**config.mk**
```make
export PLATFORM = sky130hd
export DESIGN_NAME = iso9660_directory_name_search_core
export DESIGN_NICKNAME = d
export VERILOG_FILES = /design/src/design/isodns_pkg.sv /design/src/design/isodns_name_cmp.sv /design/src/design/isodns_parser.sv /design/src/design/iso9660_directory_name_search_core.sv
export SDC_FILE = /design/constraint.sdc
export NUM_CORES = 1
export LEC_CHECK = 0
export ABC_CLOCK_PERIOD_IN_PS = 8300
export BUFFER_PORTS_ARGS = -buffer_cell sky130_fd_sc_hd__buf_2
export CAP_MARGIN = 5
export CORE_MARGIN = 3
export CORE_UTILIZATION = 50
export CTS_CLUSTER_SIZE = 20
export DETAILED_ROUTE_END_ITERATION = 10
export PLACE_DENSITY = 0.7
export SYNTH_ARGS = -nofsm -noshare
export SYNTH_HDL_FRONTEND = slang
export SYNTH_SLANG_ARGS = --single-unit
```
**constraint.sdc**
```tcl
create_clock -name clk_i -period 8.3 [get_ports clk_i]
set_input_delay 1.66 -clock clk_i [delete_from_list [all_inputs] [get_ports clk_i]]
set_output_delay 1.66 -clock clk_i [all_outputs]
set_load 0.02 [all_outputs]
```
**src/design/isodns_pkg.sv**
```systemverilog
package isodns_pkg;

  // Default sector size and the longest component the compare window covers.
  localparam int unsigned SECTOR_BYTES_DEF = 2048;
  localparam int unsigned MAX_NAME_CHARS   = 32;

  // Configuration register indexes.
  localparam logic [2:0] CFG_DIR_SIZE  = 3'd0;
  localparam logic [2:0] CFG_NAME_LEN  = 3'd1;
  localparam logic [2:0] CFG_CHARS_0   = 3'd2;
  localparam logic [2:0] CFG_CHARS_8   = 3'd3;
  localparam logic [2:0] CFG_CHARS_16  = 3'd4;
  localparam logic [2:0] CFG_CHARS_24  = 3'd5;

  // Byte offsets inside a directory record.
  localparam logic [7:0] POS_SECTOR_LO = 8'd2;
  localparam logic [7:0] POS_SECTOR_HI = 8'd5;
  localparam logic [7:0] POS_SIZE_LO   = 8'd10;
  localparam logic [7:0] POS_SIZE_HI   = 8'd13;
  localparam logic [7:0] POS_FLAGS     = 8'd25;
  localparam logic [7:0] POS_NAME_LEN  = 8'd32;
  localparam logic [7:0] POS_NAME      = 8'd33;

  localparam logic [7:0] CHAR_SEMI     = 8'h3B;
  localparam logic [7:0] CHAR_LC_A     = 8'h61;
  localparam logic [7:0] CHAR_LC_Z     = 8'h7A;
  localparam logic [7:0] CASE_DELTA    = 8'h20;
  localparam int unsigned DIR_FLAG_BIT = 1;

  typedef struct packed {
    logic [31:0]  dir_size;
    logic [5:0]   name_len;
    logic [255:0] name_chars;
  } cfg_t;

  typedef struct packed {
    logic        found;
    logic [31:0] sector;
    logic [31:0] bytes;
    logic        is_dir;
  } result_t;

  function automatic logic [7:0] fold_case(input logic [7:0] c);
    logic [7:0] r;
    r = c;
    if (c >= CHAR_LC_A && c <= CHAR_LC_Z) begin
      r = c - CASE_DELTA;
    end
    return r;
  endfunction

endpackage

```
**src/design/isodns_name_cmp.sv**
```systemverilog
module isodns_name_cmp
  import isodns_pkg::*;
(
  input  logic [7:0]   char_i,
  input  logic [7:0]   idx_i,
  input  logic [5:0]   name_len_i,
  input  logic [255:0] name_chars_i,
  output logic         mismatch_o
);

  logic [7:0] wanted;

  // Pick the wanted character by its low five index bits.
  assign wanted = name_chars_i[{idx_i[4:0], 3'b000} +: 8];

  assign mismatch_o = (idx_i >= {2'b00, name_len_i})
                   || (idx_i >= 8'(MAX_NAME_CHARS))
                   || (fold_case(char_i) != fold_case(wanted));

endmodule

```
**src/design/isodns_parser.sv**
```systemverilog
module isodns_parser
  import isodns_pkg::*;
#(
  parameter int unsigned SECTOR_BYTES = SECTOR_BYTES_DEF
) (
  input  logic    clk_i,
  input  logic    rst_ni,
  input  logic    step_i,
  input  logic [7:0] byte_i,
  input  logic    first_i,
  input  cfg_t    cfg_i,
  output logic    emit_o,
  output result_t result_o
);

  localparam int unsigned SposW = $clog2(SECTOR_BYTES);
  localparam logic [SposW-1:0] SposLast = SposW'(SECTOR_BYTES - 1);

  logic [31:0]      offset_q, offset_d;
  logic [SposW-1:0] spos_q, spos_d;
  logic [7:0]       rpos_q, rpos_d;
  logic [7:0]       rlen_q, rlen_d;
  logic             skip_q, skip_d;
  logic [31:0]      sector_q, sector_d;
  logic [31:0]      size_q, size_d;
  logic             dir_q, dir_d;
  logic [7:0]       nl_q, nl_d;
  logic [7:0]       fchar_q, fchar_d;
  logic             match_q, match_d;
  logic             vmark_q, vmark_d;
  logic             done_q, done_d;

  logic [7:0] name_idx;
  logic       char_mismatch;

  assign name_idx = rpos_q - POS_NAME;

  isodns_name_cmp u_cmp (
    .char_i       (byte_i),
    .idx_i        (name_idx),
    .name_len_i   (cfg_i.name_len),
    .name_chars_i (cfg_i.name_chars),
    .mismatch_o   (char_mismatch)
  );

  always_comb begin
    logic       boundary;
    logic       decide;
    logic       dot;
    logic [7:0] p;
    logic [7:0] eff;
    logic       at_bound;
    logic       stop;

    offset_d = offset_q;
    spos_d   = spos_q;
    rpos_d   = rpos_q;
    rlen_d   = rlen_q;
    skip_d   = skip_q;
    sector_d = sector_q;
    size_d   = size_q;
    dir_d    = dir_q;
    nl_d     = nl_q;
    fchar_d  = fchar_q;
    match_d  = match_q;
    vmark_d  = vmark_q;
    done_d   = done_q;
    emit_o   = 1'b0;
    result_o = '0;
    boundary = 1'b0;
    decide   = 1'b0;
    dot      = 1'b0;
    p        = rpos_q;
    eff      = '0;
    at_bound = 1'b0;
    stop     = 1'b0;

    if (step_i) begin
      if (first_i) begin
        offset_d = '0;
        spos_d   = '0;
        rpos_d   = '0;
        rlen_d   = '0;
        skip_d   = 1'b0;
        match_d  = 1'b1;
        vmark_d  = 1'b0;
        done_d   = 1'b0;
        p        = '0;
      end else if (done_q) begin
        stop = 1'b1;
      end

      if (!stop) begin
        if (skip_d) begin
          if (offset_d != '1) begin
            offset_d = offset_d + 32'd1;
            spos_d   = (spos_d == SposLast) ? '0 : spos_d + SposW'(1);
          end
          if (spos_d == '0 || offset_d == '1) begin
            skip_d   = 1'b0;
            boundary = 1'b1;
          end
        end else if (p == '0) begin
          if (offset_d >= cfg_i.dir_size) begin
            emit_o = 1'b1;
            done_d = 1'b1;
          end else begin
            if (offset_d != '1) begin
              offset_d = offset_d + 32'd1;
              spos_d   = (spos_d == SposLast) ? '0 : spos_d + SposW'(1);
            end
            at_bound = (spos_d == '0) || (offset_d == '1);
            if (byte_i == '0) begin
              if (!at_bound) begin
                skip_d = 1'b1;
              end else begin
                boundary = 1'b1;
              end
            end else begin
              rlen_d   = byte_i;
              sector_d = '0;
              size_d   = '0;
              dir_d    = 1'b0;
              nl_d     = '0;
              fchar_d  = '0;
              match_d  = 1'b1;
              vmark_d  = 1'b0;
              if (byte_i == 8'd1) begin
                boundary = 1'b1;
              end else begin
                rpos_d = 8'd1;
              end
            end
          end
        end else begin
          // Inside a record: capture fields and compare name characters.
          if (p >= POS_SECTOR_LO && p <= POS_SECTOR_HI) begin
            sector_d[{p[1:0] - 2'd2, 3'b000} +: 8] = byte_i;
          end else if (p >= POS_SIZE_LO && p <= POS_SIZE_HI) begin
            size_d[{p[1:0] - 2'd2, 3'b000} +: 8] = byte_i;
          end else if (p == POS_FLAGS) begin
            dir_d = byte_i[DIR_FLAG_BIT];
          end else if (p == POS_NAME_LEN) begin
            nl_d = byte_i;
            if (byte_i == '0) begin
              decide = 1'b1;
            end
          end else if (p >= POS_NAME && {1'b0, p} <= {1'b0, POS_NAME_LEN} + {1'b0, nl_q}) begin
            if (name_idx == '0) begin
              fchar_d = byte_i;
            end
            if (nl_q >= 8'd2 && name_idx == nl_q - 8'd2 && byte_i == CHAR_SEMI) begin
              vmark_d = 1'b1;
            end else if (vmark_q && name_idx == nl_q - 8'd1) begin
              // version digit: not compared
            end else if (char_mismatch) begin
              match_d = 1'b0;
            end
            if ({1'b0, p} == {1'b0, POS_NAME_LEN} + {1'b0, nl_q}) begin
              decide = 1'b1;
            end
          end

          if (offset_d != '1) begin
            offset_d = offset_d + 32'd1;
            spos_d   = (spos_d == SposLast) ? '0 : spos_d + SposW'(1);
          end

          dot = (nl_d == 8'd1) && (fchar_d <= 8'd1);
          eff = vmark_d ? nl_d - 8'd2 : nl_d;
          if (decide && !dot && match_d && eff == {2'b00, cfg_i.name_len}
              && cfg_i.name_len <= 6'(MAX_NAME_CHARS)) begin
            emit_o          = 1'b1;
            done_d          = 1'b1;
            result_o.found  = 1'b1;
            result_o.sector = sector_d;
            result_o.bytes  = size_d;
            result_o.is_dir = dir_d;
          end else if ({1'b0, p} + 9'd1 >= {1'b0, rlen_q}) begin
            rpos_d   = '0;
            boundary = 1'b1;
          end else begin
            rpos_d = p + 8'd1;
          end
        end

        if (!emit_o && boundary && offset_d >= cfg_i.dir_size) begin
          emit_o = 1'b1;
          done_d = 1'b1;
        end
      end
    end
  end

  always_ff @(posedge clk_i or negedge rst_ni) begin
    if (!rst_ni) begin
      offset_q <= '0;
      spos_q   <= '0;
      rpos_q   <= '0;
      rlen_q   <= '0;
      skip_q   <= 1'b0;
      sector_q <= '0;
      size_q   <= '0;
      dir_q    <= 1'b0;
      nl_q     <= '0;
      fchar_q  <= '0;
      match_q  <= 1'b1;
      vmark_q  <= 1'b0;
      done_q   <= 1'b1;
    end else begin
      offset_q <= offset_d;
      spos_q   <= spos_d;
      rpos_q   <= rpos_d;
      rlen_q   <= rlen_d;
      skip_q   <= skip_d;
      sector_q <= sector_d;
      size_q   <= size_d;
      dir_q    <= dir_d;
      nl_q     <= nl_d;
      fchar_q  <= fchar_d;
      match_q  <= match_d;
      vmark_q  <= vmark_d;
      done_q   <= done_d;
    end
  end

endmodule

```
**src/design/iso9660_directory_name_search_core.sv**
```systemverilog
// Directory record lookup for ISO9660. Feed the bytes of one directory
// extent, one byte per item, with the first byte marked by tuser; the core
// walks the records (length byte, extent sector, size, flags, name), skips
// padding to the next sector boundary and the self and parent entries, and
// compares each name to the configured path component without regard to
// letter case, accepting a trailing ";N" version suffix. It returns one item
// per scan: found with the entry's sector, size and directory flag, or
// not-found once a record boundary reaches the configured extent size.
// Bytes that arrive after the result and before the next first byte are
// dropped. The core takes one byte every cycle unless its result register
// is full and stalled; one input register feeds the record parser, and one
// result register offers its result. Write the
// configuration registers only while no scan is in flight.
module iso9660_directory_name_search_core
  import isodns_pkg::*;
#(
  parameter int unsigned SECTOR_BYTES = SECTOR_BYTES_DEF
) (
  input  logic        clk_i,
  input  logic        rst_ni,
  // Byte stream in.
  input  logic        s_axis_tvalid,
  output logic        s_axis_tready,
  input  logic [7:0]  s_axis_tdata,   // [7:0] dir_byte
  input  logic        s_axis_tuser,   // [0] first_of_scan
  // Result out.
  output logic        m_axis_tvalid,
  input  logic        m_axis_tready,
  output logic [71:0] m_axis_tdata,   // [31:0] entry_sector, [63:32] entry_bytes,
                                      // [64] entry_is_dir, [71:65] zero
  output logic        m_axis_tuser,   // [0] found
  // Configuration writes.
  input  logic        cfg_we_i,
  input  logic [2:0]  cfg_idx_i,
  input  logic [63:0] cfg_wdata_i
);

  cfg_t    cfg_q;
  logic    in_valid_q;
  logic [7:0] in_byte_q;
  logic    in_first_q;
  logic    out_valid_q;
  result_t out_q;
  logic    advance;
  logic    emit;
  result_t result;

  // Configuration registers.
  always_ff @(posedge clk_i or negedge rst_ni) begin
    if (!rst_ni) begin
      cfg_q.dir_size   <= '0;
      cfg_q.name_len   <= 6'd1;
      cfg_q.name_chars <= '0;
    end else if (cfg_we_i) begin
      unique case (cfg_idx_i)
        CFG_DIR_SIZE: cfg_q.dir_size              <= cfg_wdata_i[31:0];
        CFG_NAME_LEN: cfg_q.name_len              <= cfg_wdata_i[5:0];
        CFG_CHARS_0:  cfg_q.name_chars[63:0]      <= cfg_wdata_i;
        CFG_CHARS_8:  cfg_q.name_chars[127:64]    <= cfg_wdata_i;
        CFG_CHARS_16: cfg_q.name_chars[191:128]   <= cfg_wdata_i;
        CFG_CHARS_24: cfg_q.name_chars[255:192]   <= cfg_wdata_i;
        default: ;
      endcase
    end
  end

  // Process the held item whenever the result register has room.
  assign advance       = in_valid_q && (!out_valid_q || m_axis_tready);
  assign s_axis_tready = !in_valid_q || advance;

  always_ff @(posedge clk_i or negedge rst_ni) begin
    if (!rst_ni) begin
      in_valid_q <= 1'b0;
    end else if (s_axis_tready) begin
      in_valid_q <= s_axis_tvalid;
    end
  end

  always_ff @(posedge clk_i) begin
    if (s_axis_tready && s_axis_tvalid) begin
      in_byte_q  <= s_axis_tdata;
      in_first_q <= s_axis_tuser;
    end
  end

  isodns_parser #(
    .SECTOR_BYTES (SECTOR_BYTES)
  ) u_parser (
    .clk_i    (clk_i),
    .rst_ni   (rst_ni),
    .step_i   (advance),
    .byte_i   (in_byte_q),
    .first_i  (in_first_q),
    .cfg_i    (cfg_q),
    .emit_o   (emit),
    .result_o (result)
  );

  // Result register: load on emit, drop once taken.
  always_ff @(posedge clk_i or negedge rst_ni) begin
    if (!rst_ni) begin
      out_valid_q <= 1'b0;
    end else if (!out_valid_q || m_axis_tready) begin
      out_valid_q <= advance && emit;
    end
  end

  always_ff @(posedge clk_i) begin
    if (advance && emit) begin
      out_q <= result;
    end
  end

  assign m_axis_tvalid = out_valid_q;
  assign m_axis_tuser  = out_q.found;
  assign m_axis_tdata  = {7'd0, out_q.is_dir, out_q.bytes, out_q.sector};

endmodule

```
==> parameters.txt, run 1 <==
Parameter                              Value

Place
  Gp weighted congestion ... 0.942
  Buffers added on ports ... between 100 and 150
  Pre-CTS WS ... between 1000 and 1500 ps
  Post-DP HPWL ... 52,800 um

Setup path
  Highest net fanout along the worst path ... 66
  End of the worst register-to-register path ... m_axis_tdata[62]$_SDFFCE_PP0P_
  Nature of the critical path startpoint ... register
  Worst setup EP type ... register
  Worst reg-to-reg path cell count ... 27
  Required time at the endpoint of the critical path ... 8560 ps
  Arrival time of data at the critical path endpoint ... 7620 ps
  Category of the most critical setup path ... register to register
  Origin of the critical flop-to-flop path ... in_first_q$_DFFE_PP_
  Reg2Reg Setup Slack ... between 900 and 1000 ps

Cells and area
  Layout cells sized above 1 ... about a quarter
  Layout overhead on the synthesized area ... 11.3%
  Most common cell after layout, fill and taps aside ... dfrtp_1
  Highest-count cells in the layout ignoring fill and taps ... dfrtp_1, nand2_1, mux2_2
  Number of nets at the end of the flow ... 2,897

Floorplan
  Die boundary width ... 245 um
  Die Y-Extent ... ~240 um
  Area of the core ... between 50,000 and 60,000 um^2
  Number of top-level pins ... 156
  Area enclosed by the die boundary ... 59,800 um^2
  Number of cell rows ... 86
  Starting utilization of the core area ... between 50 and 60%

Synth
  FFs w/ async S/R, synth ... around 85%
  Number of synthesized flops with an enable pin ... 75
  Mean instance size in the synthesized netlist ... roughly 11 um^2
  Register bit count reported by yosys ... 514
  Leading register cell type out of synthesis ... dfrtp_1
  Share of synthesized area occupied by flip-flops and latches ... 46.5%
  Gate count of the mapped netlist ... 2,607
  Netlist cell types ... between 80 and 90
  Warnings from Yosys ... 0
  Combined area of all synthesized cells ... 28,500 um^2

STA
  Setup-violating endpoint count in the final report ... 0
  Part of the cycle the worst path needs ... 88.6%
  Accumulated negative setup slack ... 0 ps
  Transition time at the pin with the least slew margin ... 1060 ps
  Setup slack of the critical path after layout ... 943 ps
  Unrepaired setup endpoints after global routing ... no
  Clock skew after layout ... 87.5 ps
  Final Hold Violating Endpoints ... 0
  Maximum operating frequency ... approximately 140 MHz
  Count of pins over their slew limit ... 0
  Time the worst path needs with I/O delays and setup ... 7360 ps
  Worst-case headroom to the max-slew limit ... about 29%

Detailed routing
  Detailed-router iteration count before antenna repair ... 5
  DRT iter0 DRCs ... approximately 2,100
  Routed length on met1 ... roughly 33,000 um
  Remaining antenna violation count ... 0
  Uppermost signal routing layer after detailed routing ... met4
  Per-cell routed wire length ... roughly 22 um
  Post-detailed-route DRC marker count ... 0
  Met3 routed wirelength ... around 4700 um
  Total length of routed wires ... 76,200 um
  Number of vias after detailed routing ... around 21,000
  Routed wl met2 ... between 30,000 and 40,000 um
  Post-DR vias/cell ... 6.02

Worst hold path
  Capture endpoint of the worst hold path ... u_parser.size_q[21]$_DFFE_PN0P_
  Min-delay worst type ... register to register
  Number of instances on the worst hold path ... 1
  Worst Min Path Start ... u_parser.size_q[21]$_DFFE_PN0P_

Clock network
  TritonCTS buffer count ... 54
  Maximum level of the CTS H-tree ... 2
  Post-cts resize count ... 0
  Count of buffers added by post-CTS timing repair for setup ... 0
  Reg clk slew, reported paths ... 60 ps
  Clock tree from TritonCTS ... built
  Clock sink total ... roughly 500
  Max Buffers Root-to-Sink ... 3
  Clock Latency Late Sink ... between 600 and 700 ps
  Post-CTS Hold Fix Bufs ... 0
  Cell chosen for the clock root ... clkbuf_16

Global route
  Number of antenna violations at the first check in global routing ... 3
  Via count of the first global-routing pass ... roughly 21,000
  Total congestion overflow ... 0
  Pin count of the biggest net entering global routing ... ~170
  Overall fraction of global-route tracks in use ... 25.4%
  Wire length of the first global-routing pass ... roughly 120,000 um

Run
  Maximum capacitance violations ... 0

Pwr
  Worst vdd ir ... 0.000206 V
  Power per standard cell area ... about 230 nW/um^2
  Leakage component of the power ... 13.5 nW

Status
  Status ... complete, no violations
cell families after synthesis:
logic type / count (synthesis) / share of synthesized area, %
other cells: 1 / 0.0132
simple gates: 792 / 13.8
flops: 514 / 46.5
compound gates: 477 / 11.2
fa+ha+maj: 108 / 4.75
mux: 387 / 17.3
xor+xnor: 81 / 2.57
buf+inv: 247 / 3.82
critical path, cell delays in order, from the launching register on:
cell       delay (ps)
edfxtp_1          380
inv_1             350
nand2_1           230
inv_1             150
ha_1              200
nand3b_1          220
or4_1             670
nor3_1            410
a21o_1            300
nor4_1            100
nand4_1           180
nor2_1             90
xnor2_1           120
o2bb2ai_1         220
ha_1              290
a21o_1            170
a21o_1            180
a21o_1            170
a21o_1            170
a21o_1            170
a21o_1            160
a221oi_1          530
o221ai_1          330
o21ai_0           190
a21oi_1            80
nor3_1            460
nor2_4             60
buf_4             350
report_power, final:
part	switching, mW	leakage [nW]	internal [mW]
clock	1.06	0.879	1.43
sequential	0.186	6.07	2.89
combinational	0.854	6.55	0.736
total	2.10	13.5	5.06
synthesized netlist by cell type, types with 6 or more instances:
library cell,n,area share (%)
clkbuf_1,99,1.3
nand2_1,296,3.9
o22ai_1,26,0.57
nor2_1,192,2.5
a31oi_1,9,0.20
and2_1,9,0.20
xor2_1,22,0.68
xnor2_1,57,1.8
a21o_1,47,1.2
a21oi_1,106,1.9
inv_1,98,1.3
ha_1,108,4.7
buf_4,16,0.42
dfrtp_1,436,38
nor2b_1,33,0.73
nor3_1,30,0.53
nor3b_1,6,0.16
nand3_1,47,0.83
mux2i_1,62,2.2
o21ai_0,110,1.9
o2bb2ai_1,6,0.18
nand2b_1,20,0.44
a22o_1,84,2.6
mux4_2,58,4.6
nor2_4,36,1.4
or4_1,9,0.24
mux2_2,267,11
o31ai_1,9,0.24
nand4_1,34,0.75
nor4_1,21,0.46
or3_1,12,0.26
buf_1,9,0.12
edfxtp_1,75,7.9
and3_1,15,0.33
buf_2,15,0.26
o21a_1,8,0.21
state kept, by name (all words and copies together) (netlist names):
| signal | count |
|---|---|
| u_parser.match_q | 1 |
| m_axis_tdata | 65 |
| u_parser.offset_q | 32 |
| u_parser.skip_q | 1 |
| in_byte_q | 8 |
| in_first_q | 1 |
| u_parser.fchar_q | 7 |
| u_parser.spos_q | 11 |
| u_parser.dir_q | 1 |
| u_parser.sector_q | 32 |
| u_parser.rlen_q | 8 |
| u_parser.done_q | 1 |
| u_parser.rpos_q | 8 |
| in_valid_q | 1 |
| u_parser.nl_q | 8 |
| u_parser.size_q | 32 |
| m_axis_tvalid | 1 |
| cfg_q | 294 |
| u_parser.vmark_q | 1 |
| m_axis_tuser | 1 |
routing by layer:
layer	up-vias	GRT usage (%)
met2	766	41.5
met5	-	0
li1	9609	-
met3	135	3.37
met1	10600	35.2
met4	0	8.84
how the worst max path moves through the flow:
stage	start	to	slack, ps	cells past startpoint
floorplan	in_first_q$_DFFE_PP_	m_axis_tdata[0]$_SDFFCE_PP0P_	530	28
global placement	in_first_q$_DFFE_PP_	m_axis_tdata[56]$_SDFFCE_PP0P_	1310	27
detailed placement	in_first_q$_DFFE_PP_	m_axis_tdata[42]$_SDFFCE_PP0P_	1060	27
CTS	in_first_q$_DFFE_PP_	m_axis_tdata[17]$_SDFFCE_PP0P_	1010	27
global route	in_first_q$_DFFE_PP_	m_axis_tdata[17]$_SDFFCE_PP0P_	440	27
finish	in_first_q$_DFFE_PP_	m_axis_tdata[62]$_SDFFCE_PP0P_	940	27
cell type report:
class                   instances  area, um^2
fillers                      4741       24100
multi-input cells            1852       14200
flip-flops and latches        514       13200
clock buffers                  71        1450
repair buffers                185        1040
well taps                     748         936
clock inverters                29         402
inverters                     101         379
diodes                          4        10.0
per-stage QoR:
| step | total power, mW | util (%) | hold slack [ps] | instances | area [um^2] |
|---|---|---|---|---|---|
| after CTS | 7.20 | 56.8 | 503 | 3500 | 31700 |
| after floorplan | 4.18 | - | 461 | 2613 | 28500 |
| after global routing | 7.48 | 56.8 | 508 | 3503 | 31700 |
| final | 7.16 | 56.8 | 502 | 3504 | 31700 |
| after global placement | 4.62 | 53.5 | 482 | 3400 | 29800 |
| after detailed placement | 4.69 | 53.5 | 484 | 3400 | 29800 |
No activity file was read; power rests on OpenSTA's default activity.
==> run 2: changes to the inputs <==
Settings changed: ABC_AREA set to 1.
==> parameters.txt, run 2 <==
Parameter                              Value

Status
  Status ... complete, no violations

Setup path
  Worst setup startpoint ... in_first_q$_DFFE_PP_
  Required time at the endpoint of the critical path ... roughly 8600 ps
  Highest net fanout along the worst path ... 66
  Origin of the critical flop-to-flop path ... in_first_q$_DFFE_PP_
  Arrival time of data at the critical path endpoint ... approximately 7500 ps
  Crit-path most repeated cell ... nand2_1
  Worst setup EP type ... register
  Nature of the critical path startpoint ... register
  Maximum single-stage delay on the critical path ... approximately 760 ps
  Category of the most critical setup path ... register to register
  Highest-delay cell along the critical path ... edfxtp_1

Cells and area
  Fillcell total ... between 5,000 and 6,000
  Layout cells sized above 1 ... under 10%
  Flip-flop count of the largest register after layout ... about 290
  Non-Filler Cell Area, Final ... roughly 32,000 um^2
  Highest-count cells in the layout ignoring fill and taps ... nand2_1, dfrtp_1, o21ai_0
  Number of non-filler instances in the completed layout ... approximately 4,600
  Register ranked first by flip-flop count ... cfg_q
  Footprint of the multi-input gates ... approximately 14,000 um^2
  Final core utilization ... 56.3%
  Layout overhead on the synthesized area ... 10.2%
  Sequential Area ... between 10,000 and 15,000 um^2
  Number of nets at the end of the flow ... 4,021
  Most common cell after layout, fill and taps aside ... nand2_1

STA
  Accumulated negative setup slack ... 0 ps
  Part of the cycle the worst path needs ... between 80% and 90%
  Maximum operating frequency ... between 100 and 150 MHz
  Clock skew after layout ... 45.8 ps
  Setup slack of the critical path after layout ... around 1100 ps
  Final Hold Violating Endpoints ... 0
  Worst-case headroom to the max-slew limit ... roughly 17%
  Count of pins over their slew limit ... 0
  Unrepaired setup endpoints after global routing ... no
  Tightest hold margin ... about 470 ps
  Setup-violating endpoint count in the final report ... 0
  Time the worst path needs with I/O delays and setup ... between 7000 and 8000 ps
  Transition time at the pin with the least slew margin ... ~1200 ps

Place
  Pre-CTS WS ... ~1000 ps
  Gp weighted congestion ... roughly 0.97
  Cells after DPL ... 4,531
  Post-DP HPWL ... just under 60,000 um
  Cell area reported after detailed placement ... slightly above 30,000 um^2
  Buffers added on ports ... roughly 150

Detailed routing
  Post-DR vias/cell ... roughly 5.5
  Detailed-router iteration count before antenna repair ... 6
  Number of vias after detailed routing ... around 26,000
  Per-cell routed wire length ... 18.1 um
  Total length of routed wires ... between 80,000 and 90,000 um
  DRT iter0 DRCs ... ~2,600
  Post-detailed-route DRC marker count ... 0
  Remaining antenna violation count ... 0

Pwr
  Total power of the final layout ... around 9.5 mW
  Leakage component of the power ... 15.5 nW
  Power share of the clock group ... a little over a quarter
  Power per standard cell area ... 297 nW/um^2
  Switch Pwr ... between 3 and 4 mW
  Part of the power in combinational logic ... approximately two fifths
  Sequential share of power ... about 35%
  P_int ... 5.56 mW
  Worst vdd ir ... 0.000252 V
  Switching power as a share of total power ... roughly 42%

Floorplan
  Number of cell rows ... 87
  Area enclosed by the die boundary ... 61,100 um^2
  Die Y-Extent ... around 250 um
  Starting utilization of the core area ... approximately half
  Die boundary width ... between 200 and 250 um
  Area of the core ... 56,900 um^2
  Number of top-level pins ... between 150 and 200

Clock network
  Max Buffers Root-to-Sink ... 3
  Clock tree from TritonCTS ... built
  TritonCTS buffer count ... 55
  Reg clk slew, reported paths ... approximately 60 ps
  Post-cts resize count ... 0
  Count of buffers added by post-CTS timing repair for setup ... 0
  Maximum level of the CTS H-tree ... 2
  Clock sink total ... 514
  Clock Latency Late Sink ... around 640 ps
  Post-CTS Hold Fix Bufs ... 0
  Cell chosen for the clock root ... clkbuf_16

Worst hold path
  Min-delay worst type ... register to register
  Worst Min Path Start ... u_parser.sector_q[3]$_DFFE_PN0P_

Synth
  Gate count of the mapped netlist ... between 3,000 and 4,000
  Cell types with the largest area share after synthesis ... dfrtp_1, nand2_1, edfxtp_1
  Mean instance size in the synthesized netlist ... between 7 and 8 um^2
  Leading register cell type out of synthesis ... dfrtp_1
  Warnings from Yosys ... 0
  Number of synthesized flops with an enable pin ... between 70 and 80
  Synth cell count leaders ... nand2_1, dfrtp_1, o21ai_0
  Combined area of all synthesized cells ... 29,100 um^2
  Share of synthesized area occupied by flip-flops and latches ... between 40 and 50%
  Cell with the most instances after synthesis ... nand2_1
  FFs w/ async S/R, synth ... roughly 85%
  Top-area cell type share of the netlist area ... 37.5%
  Register bit count reported by yosys ... roughly 500
  Netlist cell types ... 67
  Post-synthesis cell type with the largest combined area ... dfrtp_1

Global route
  Total congestion overflow ... 0
  Via count of the first global-routing pass ... ~24,000
  Wire length of the first global-routing pass ... 132,000 um
  Number of antenna violations at the first check in global routing ... 2
  Pin count of the biggest net entering global routing ... around 170
  Overall fraction of global-route tracks in use ... between 20% and 30%

Run
  Maximum capacitance violations ... 0
run 2: cell types whose count changed after synthesis, sizes merged, moves of 75 or more:
cell    before   now
nand2      296  1198
o21ai      114   441
mux2       267     0
nand3       48   306
inv        100   356
o211ai       4    82
nor2       231   306
run 2: kinds of logic (layout without fill, tap and decap cells):
logic type | Yosys count | after routing | share of synthesized area (%)
mux | 1 | 1 | 0.0344
other cells | 1 | 9 | 0.0129
xor+xnor | 60 | 60 | 1.86
simple gates | 1893 | 1893 | 27.4
compound gates | 660 | 660 | 12.8
fa+ha+maj | 108 | 108 | 4.65
flops | 514 | 514 | 45.5
buf+inv | 555 | 634 | 7.75
run 2: power by group through the flow:
stage / logic (mW) / registers [mW] / clock network (mW)
floorplan: 2.72 / 3.19 / 0
finish: 3.69 / 3.28 / 2.55
detailed placement: 3.63 / 3.31 / 0
CTS: 3.65 / 3.27 / 2.58
global placement: 3.58 / 3.30 / 0
global route: 4.14 / 3.33 / 2.69
run 2: routing by layer:
metal / up-vias / track usage (%) / wire length (um)
met5: - / 0 / 0
met4: 0 / 8.36 / 2290
met3: 144 / 4.76 / 6310
met2: 871 / 43.3 / 38100
met1: 12100 / 38.8 / 37300
li1: 12400 / - / -
run 2: final cells by class:
class                           count  area share (%)
Multi-Input combinational cell   2729            42.6
Inverter                          357            4.19
Sequential cell                   514            41.3
Clock inverter                     34            1.19
Timing Repair Buffer              175            3.01
Clock buffer                       68            4.67
Antenna cell                        2          0.0156
Tap cell                          756            2.95
run 2: worst paths after layout:
| check | cells past startpoint | to | slack (ps) |
|---|---|---|---|
| setup / recovery | 31 | m_axis_tdata[38]$_SDFFCE_PP0P_ | 1050 |
| hold / removal | 2 | u_parser.sector_q[3]$_DFFE_PN0P_ | 470 |
| setup reg to reg | 31 | m_axis_tdata[38]$_SDFFCE_PP0P_ | 1050 |
| hold reg to reg | 2 | u_parser.sector_q[3]$_DFFE_PN0P_ | 470 |
| max in group asynchronous | 2 | cfg_q[138]$_DFFE_PN0P_ | 5690 |
| min in group asynchronous | 1 | cfg_q[70]$_DFFE_PN0P_ | 1140 |
run 2: worst max-delay path: cells and delay by family, from the launching register on:
kind | cells | cell delay [ps]
and+or+nand+nor | 12 | 2360
AOI/OAI and AO/OA | 8 | 1630
buffers and inverters | 9 | 1500
DFF | 1 | 760
adders and majority gates | 2 | 540
==> run 3: changes to the inputs <==
Settings changed: ABC_CLOCK_PERIOD_IN_PS 8300 to 6700, PLACE_DENSITY 0.7 to 0.67.
Clock period 8.3 ns to 6.7 ns, I/O delays scaled along.
==> parameters.txt, run 3 (same netlist as run 2, synthesis figures left out) <==
Parameter                              Value

Cells and area
  Flip-flop count of the largest register after layout ... 294
  Layout cells sized above 1 ... under 10%
  Number of nets at the end of the flow ... 4,030
  Most common cell after layout, fill and taps aside ... nand2_1
  Highest-count cells in the layout ignoring fill and taps ... nand2_1, dfrtp_1, o21ai_0
  Register ranked first by flip-flop count ... cfg_q
  Number of non-filler instances in the completed layout ... ~4,600
  Layout overhead on the synthesized area ... 10.7%

Detailed routing
  DRT iter0 DRCs ... 2,352
  Total length of routed wires ... 85,500 um
  Detailed-router iteration count before antenna repair ... 5
  Post-detailed-route DRC marker count ... 0
  Remaining antenna violation count ... 0
  Post-DR vias/cell ... between 5 and 6
  Number of vias after detailed routing ... 25,500
  Per-cell routed wire length ... about 18 um

Setup path
  Highest-delay cell along the critical path ... nor4_1
  Crit-path most repeated cell ... nand2_1
  Highest net fanout along the worst path ... 66
  Arrival time of data at the critical path endpoint ... roughly 6400 ps
  Required time at the endpoint of the critical path ... about 7000 ps
  Nature of the critical path startpoint ... register
  Category of the most critical setup path ... register to register
  Worst setup EP type ... register
  Maximum single-stage delay on the critical path ... between 400 and 500 ps

Place
  Gp weighted congestion ... between 0.9 and 1
  Cells after DPL ... between 4,000 and 5,000
  Buffers added on ports ... approximately 150
  Post-DP HPWL ... ~60,000 um
  Pre-CTS WS ... between 500 and 600 ps

Clock network
  Max Buffers Root-to-Sink ... 3
  Clock tree from TritonCTS ... built
  Post-CTS Hold Fix Bufs ... 0
  Maximum level of the CTS H-tree ... 2
  Clock Latency Late Sink ... approximately 650 ps
  Clock sink total ... a little over 500
  Cell chosen for the clock root ... clkbuf_16
  TritonCTS buffer count ... 55
  Count of buffers added by post-CTS timing repair for setup ... 0
  Reg clk slew, reported paths ... about 70 ps

Pwr
  Worst vdd ir ... 0.000269 V
  Power per standard cell area ... ~370 nW/um^2
  Total power of the final layout ... ~12 mW
  Switching power as a share of total power ... between 40 and 50%
  Power share of the clock group ... between 20% and 30%
  Part of the power in combinational logic ... about two fifths
  P_int ... about 7 mW
  Leakage component of the power ... about 16 nW
  Switch Pwr ... around 4.9 mW
  Sequential share of power ... between 30% and 40%

STA
  Clock skew after layout ... a little over 40 ps
  Unrepaired setup endpoints after global routing ... no
  Transition time at the pin with the least slew margin ... approximately 1200 ps
  Time the worst path needs with I/O delays and setup ... 6050 ps
  Setup-violating endpoint count in the final report ... 0
  Maximum operating frequency ... between 150 and 200 MHz
  Worst-case headroom to the max-slew limit ... approximately a fifth
  Final Hold Violating Endpoints ... 0
  Setup slack of the critical path after layout ... between 600 and 700 ps
  Accumulated negative setup slack ... 0 ps
  Tightest hold margin ... around 470 ps
  Part of the cycle the worst path needs ... roughly nine tenths
  Count of pins over their slew limit ... 0

Global route
  Wire length of the first global-routing pass ... 135,000 um
  Via count of the first global-routing pass ... roughly 24,000
  Met1 track demand over resource in global routing ... about two fifths
  Met2 track demand over resource in global routing ... a little over two fifths
  Routing layer with the top usage in global route ... met2
  Pin count of the biggest net entering global routing ... ~150
  Number of antenna violations at the first check in global routing ... 1
  Overall fraction of global-route tracks in use ... approximately 28%
  Global routing met3 resource utilization ... approximately 3.7%
  Total congestion overflow ... 0

Floorplan
  Number of cell rows ... 87
  Starting utilization of the core area ... approximately 51%
  Area of the core ... between 50,000 and 60,000 um^2
  Area enclosed by the die boundary ... just over 60,000 um^2
  Number of top-level pins ... between 150 and 200
  Die boundary width ... 247 um
  Die Y-Extent ... roughly 250 um

Worst hold path
  Min-delay worst type ... register to register

Status
  Status ... complete, no violations

Run
  Maximum capacitance violations ... 0
[run 3: cell count changes in the layout (fill, tap and decap cells not counted), sizes merged]
| cell | delta |
|---|---|
| buf | +9 |
| bufinv | +2 |
| clkinv | -4 |
| inv | +1 |
| diode | -1 |
| clkinvlp | -2 |
| clkbuf | +5 |
[run 3: through the flow]
step,util (%),area (um^2)
4_1_cts,56.5,32200
3_5_place_dp,53.2,30300
3_3_place_gp,53.2,30300
5_1_grt,56.5,32200
2_1_floorplan,-,29100
6_report,56.5,32200
[run 3: cell type report]
| type | instances | area (um^2) |
|---|---|---|
| Clock inverter | 31 | 402 |
| Tap cell | 756 | 946 |
| Timing Repair Buffer | 184 | 1070 |
| Fill cell | 5429 | 24700 |
| Sequential cell | 514 | 13200 |
| Inverter | 357 | 1340 |
| Clock buffer | 73 | 1510 |
| Antenna cell | 1 | 2.50 |
| Multi-Input combinational cell | 2729 | 13700 |
[run 3: layer usage]
metal / vias up / routed length (um) / share of wire [%]
met2: 789 / 38800 / 45
met1: 12100 / 39100 / 46
met5: - / 0 / 0
li1: 12500 / - / -
met3: 139 / 5220 / 6.1
met4: 0 / 2450 / 2.9
[run 3: power groups by stage]
stage | combinational [mW] | sequential (mW) | clock, mW
6_report | 4.68 | 4.00 | 3.24
3_5_place_dp | 4.62 | 4.05 | 0
4_1_cts | 4.65 | 4.00 | 3.29
5_1_grt | 5.25 | 4.07 | 3.42
3_3_place_gp | 4.57 | 4.04 | 0
2_1_floorplan | 3.37 | 3.96 | 0
[run 3: worst paths after layout]
check,start,endpoint,slack [ps],cells after the start
hold reg to reg,u_parser.size_q[6]$_DFFE_PN0P_,u_parser.size_q[6]$_DFFE_PN0P_,470,2
hold / removal,u_parser.size_q[6]$_DFFE_PN0P_,u_parser.size_q[6]$_DFFE_PN0P_,470,2
setup reg to reg,in_first_q$_DFFE_PP_,m_axis_tdata[3]$_SDFFCE_PP0P_,650,32
setup / recovery,in_first_q$_DFFE_PP_,m_axis_tdata[3]$_SDFFCE_PP0P_,650,32
max in group asynchronous,rst_ni,cfg_q[123]$_DFFE_PN0P_,4440,2
min in group asynchronous,rst_ni,u_parser.offset_q[19]$_DFFE_PN0P_,780,1
[run 3: what timing repair did]
action                     CTS  global route
resized for setup            0             1
setup endpoints to repair    0            66
hold endpoints to repair     0             0
[run 3: worst max-delay path: cells and delay by family (launching register included)]
kind / cells / cell delay, ps
DFF: 1 / 430
and+or+nand+nor: 15 / 2290
buffers and inverters: 7 / 960
adders and majority gates: 2 / 440
AOI/OAI and AO/OA: 8 / 1550
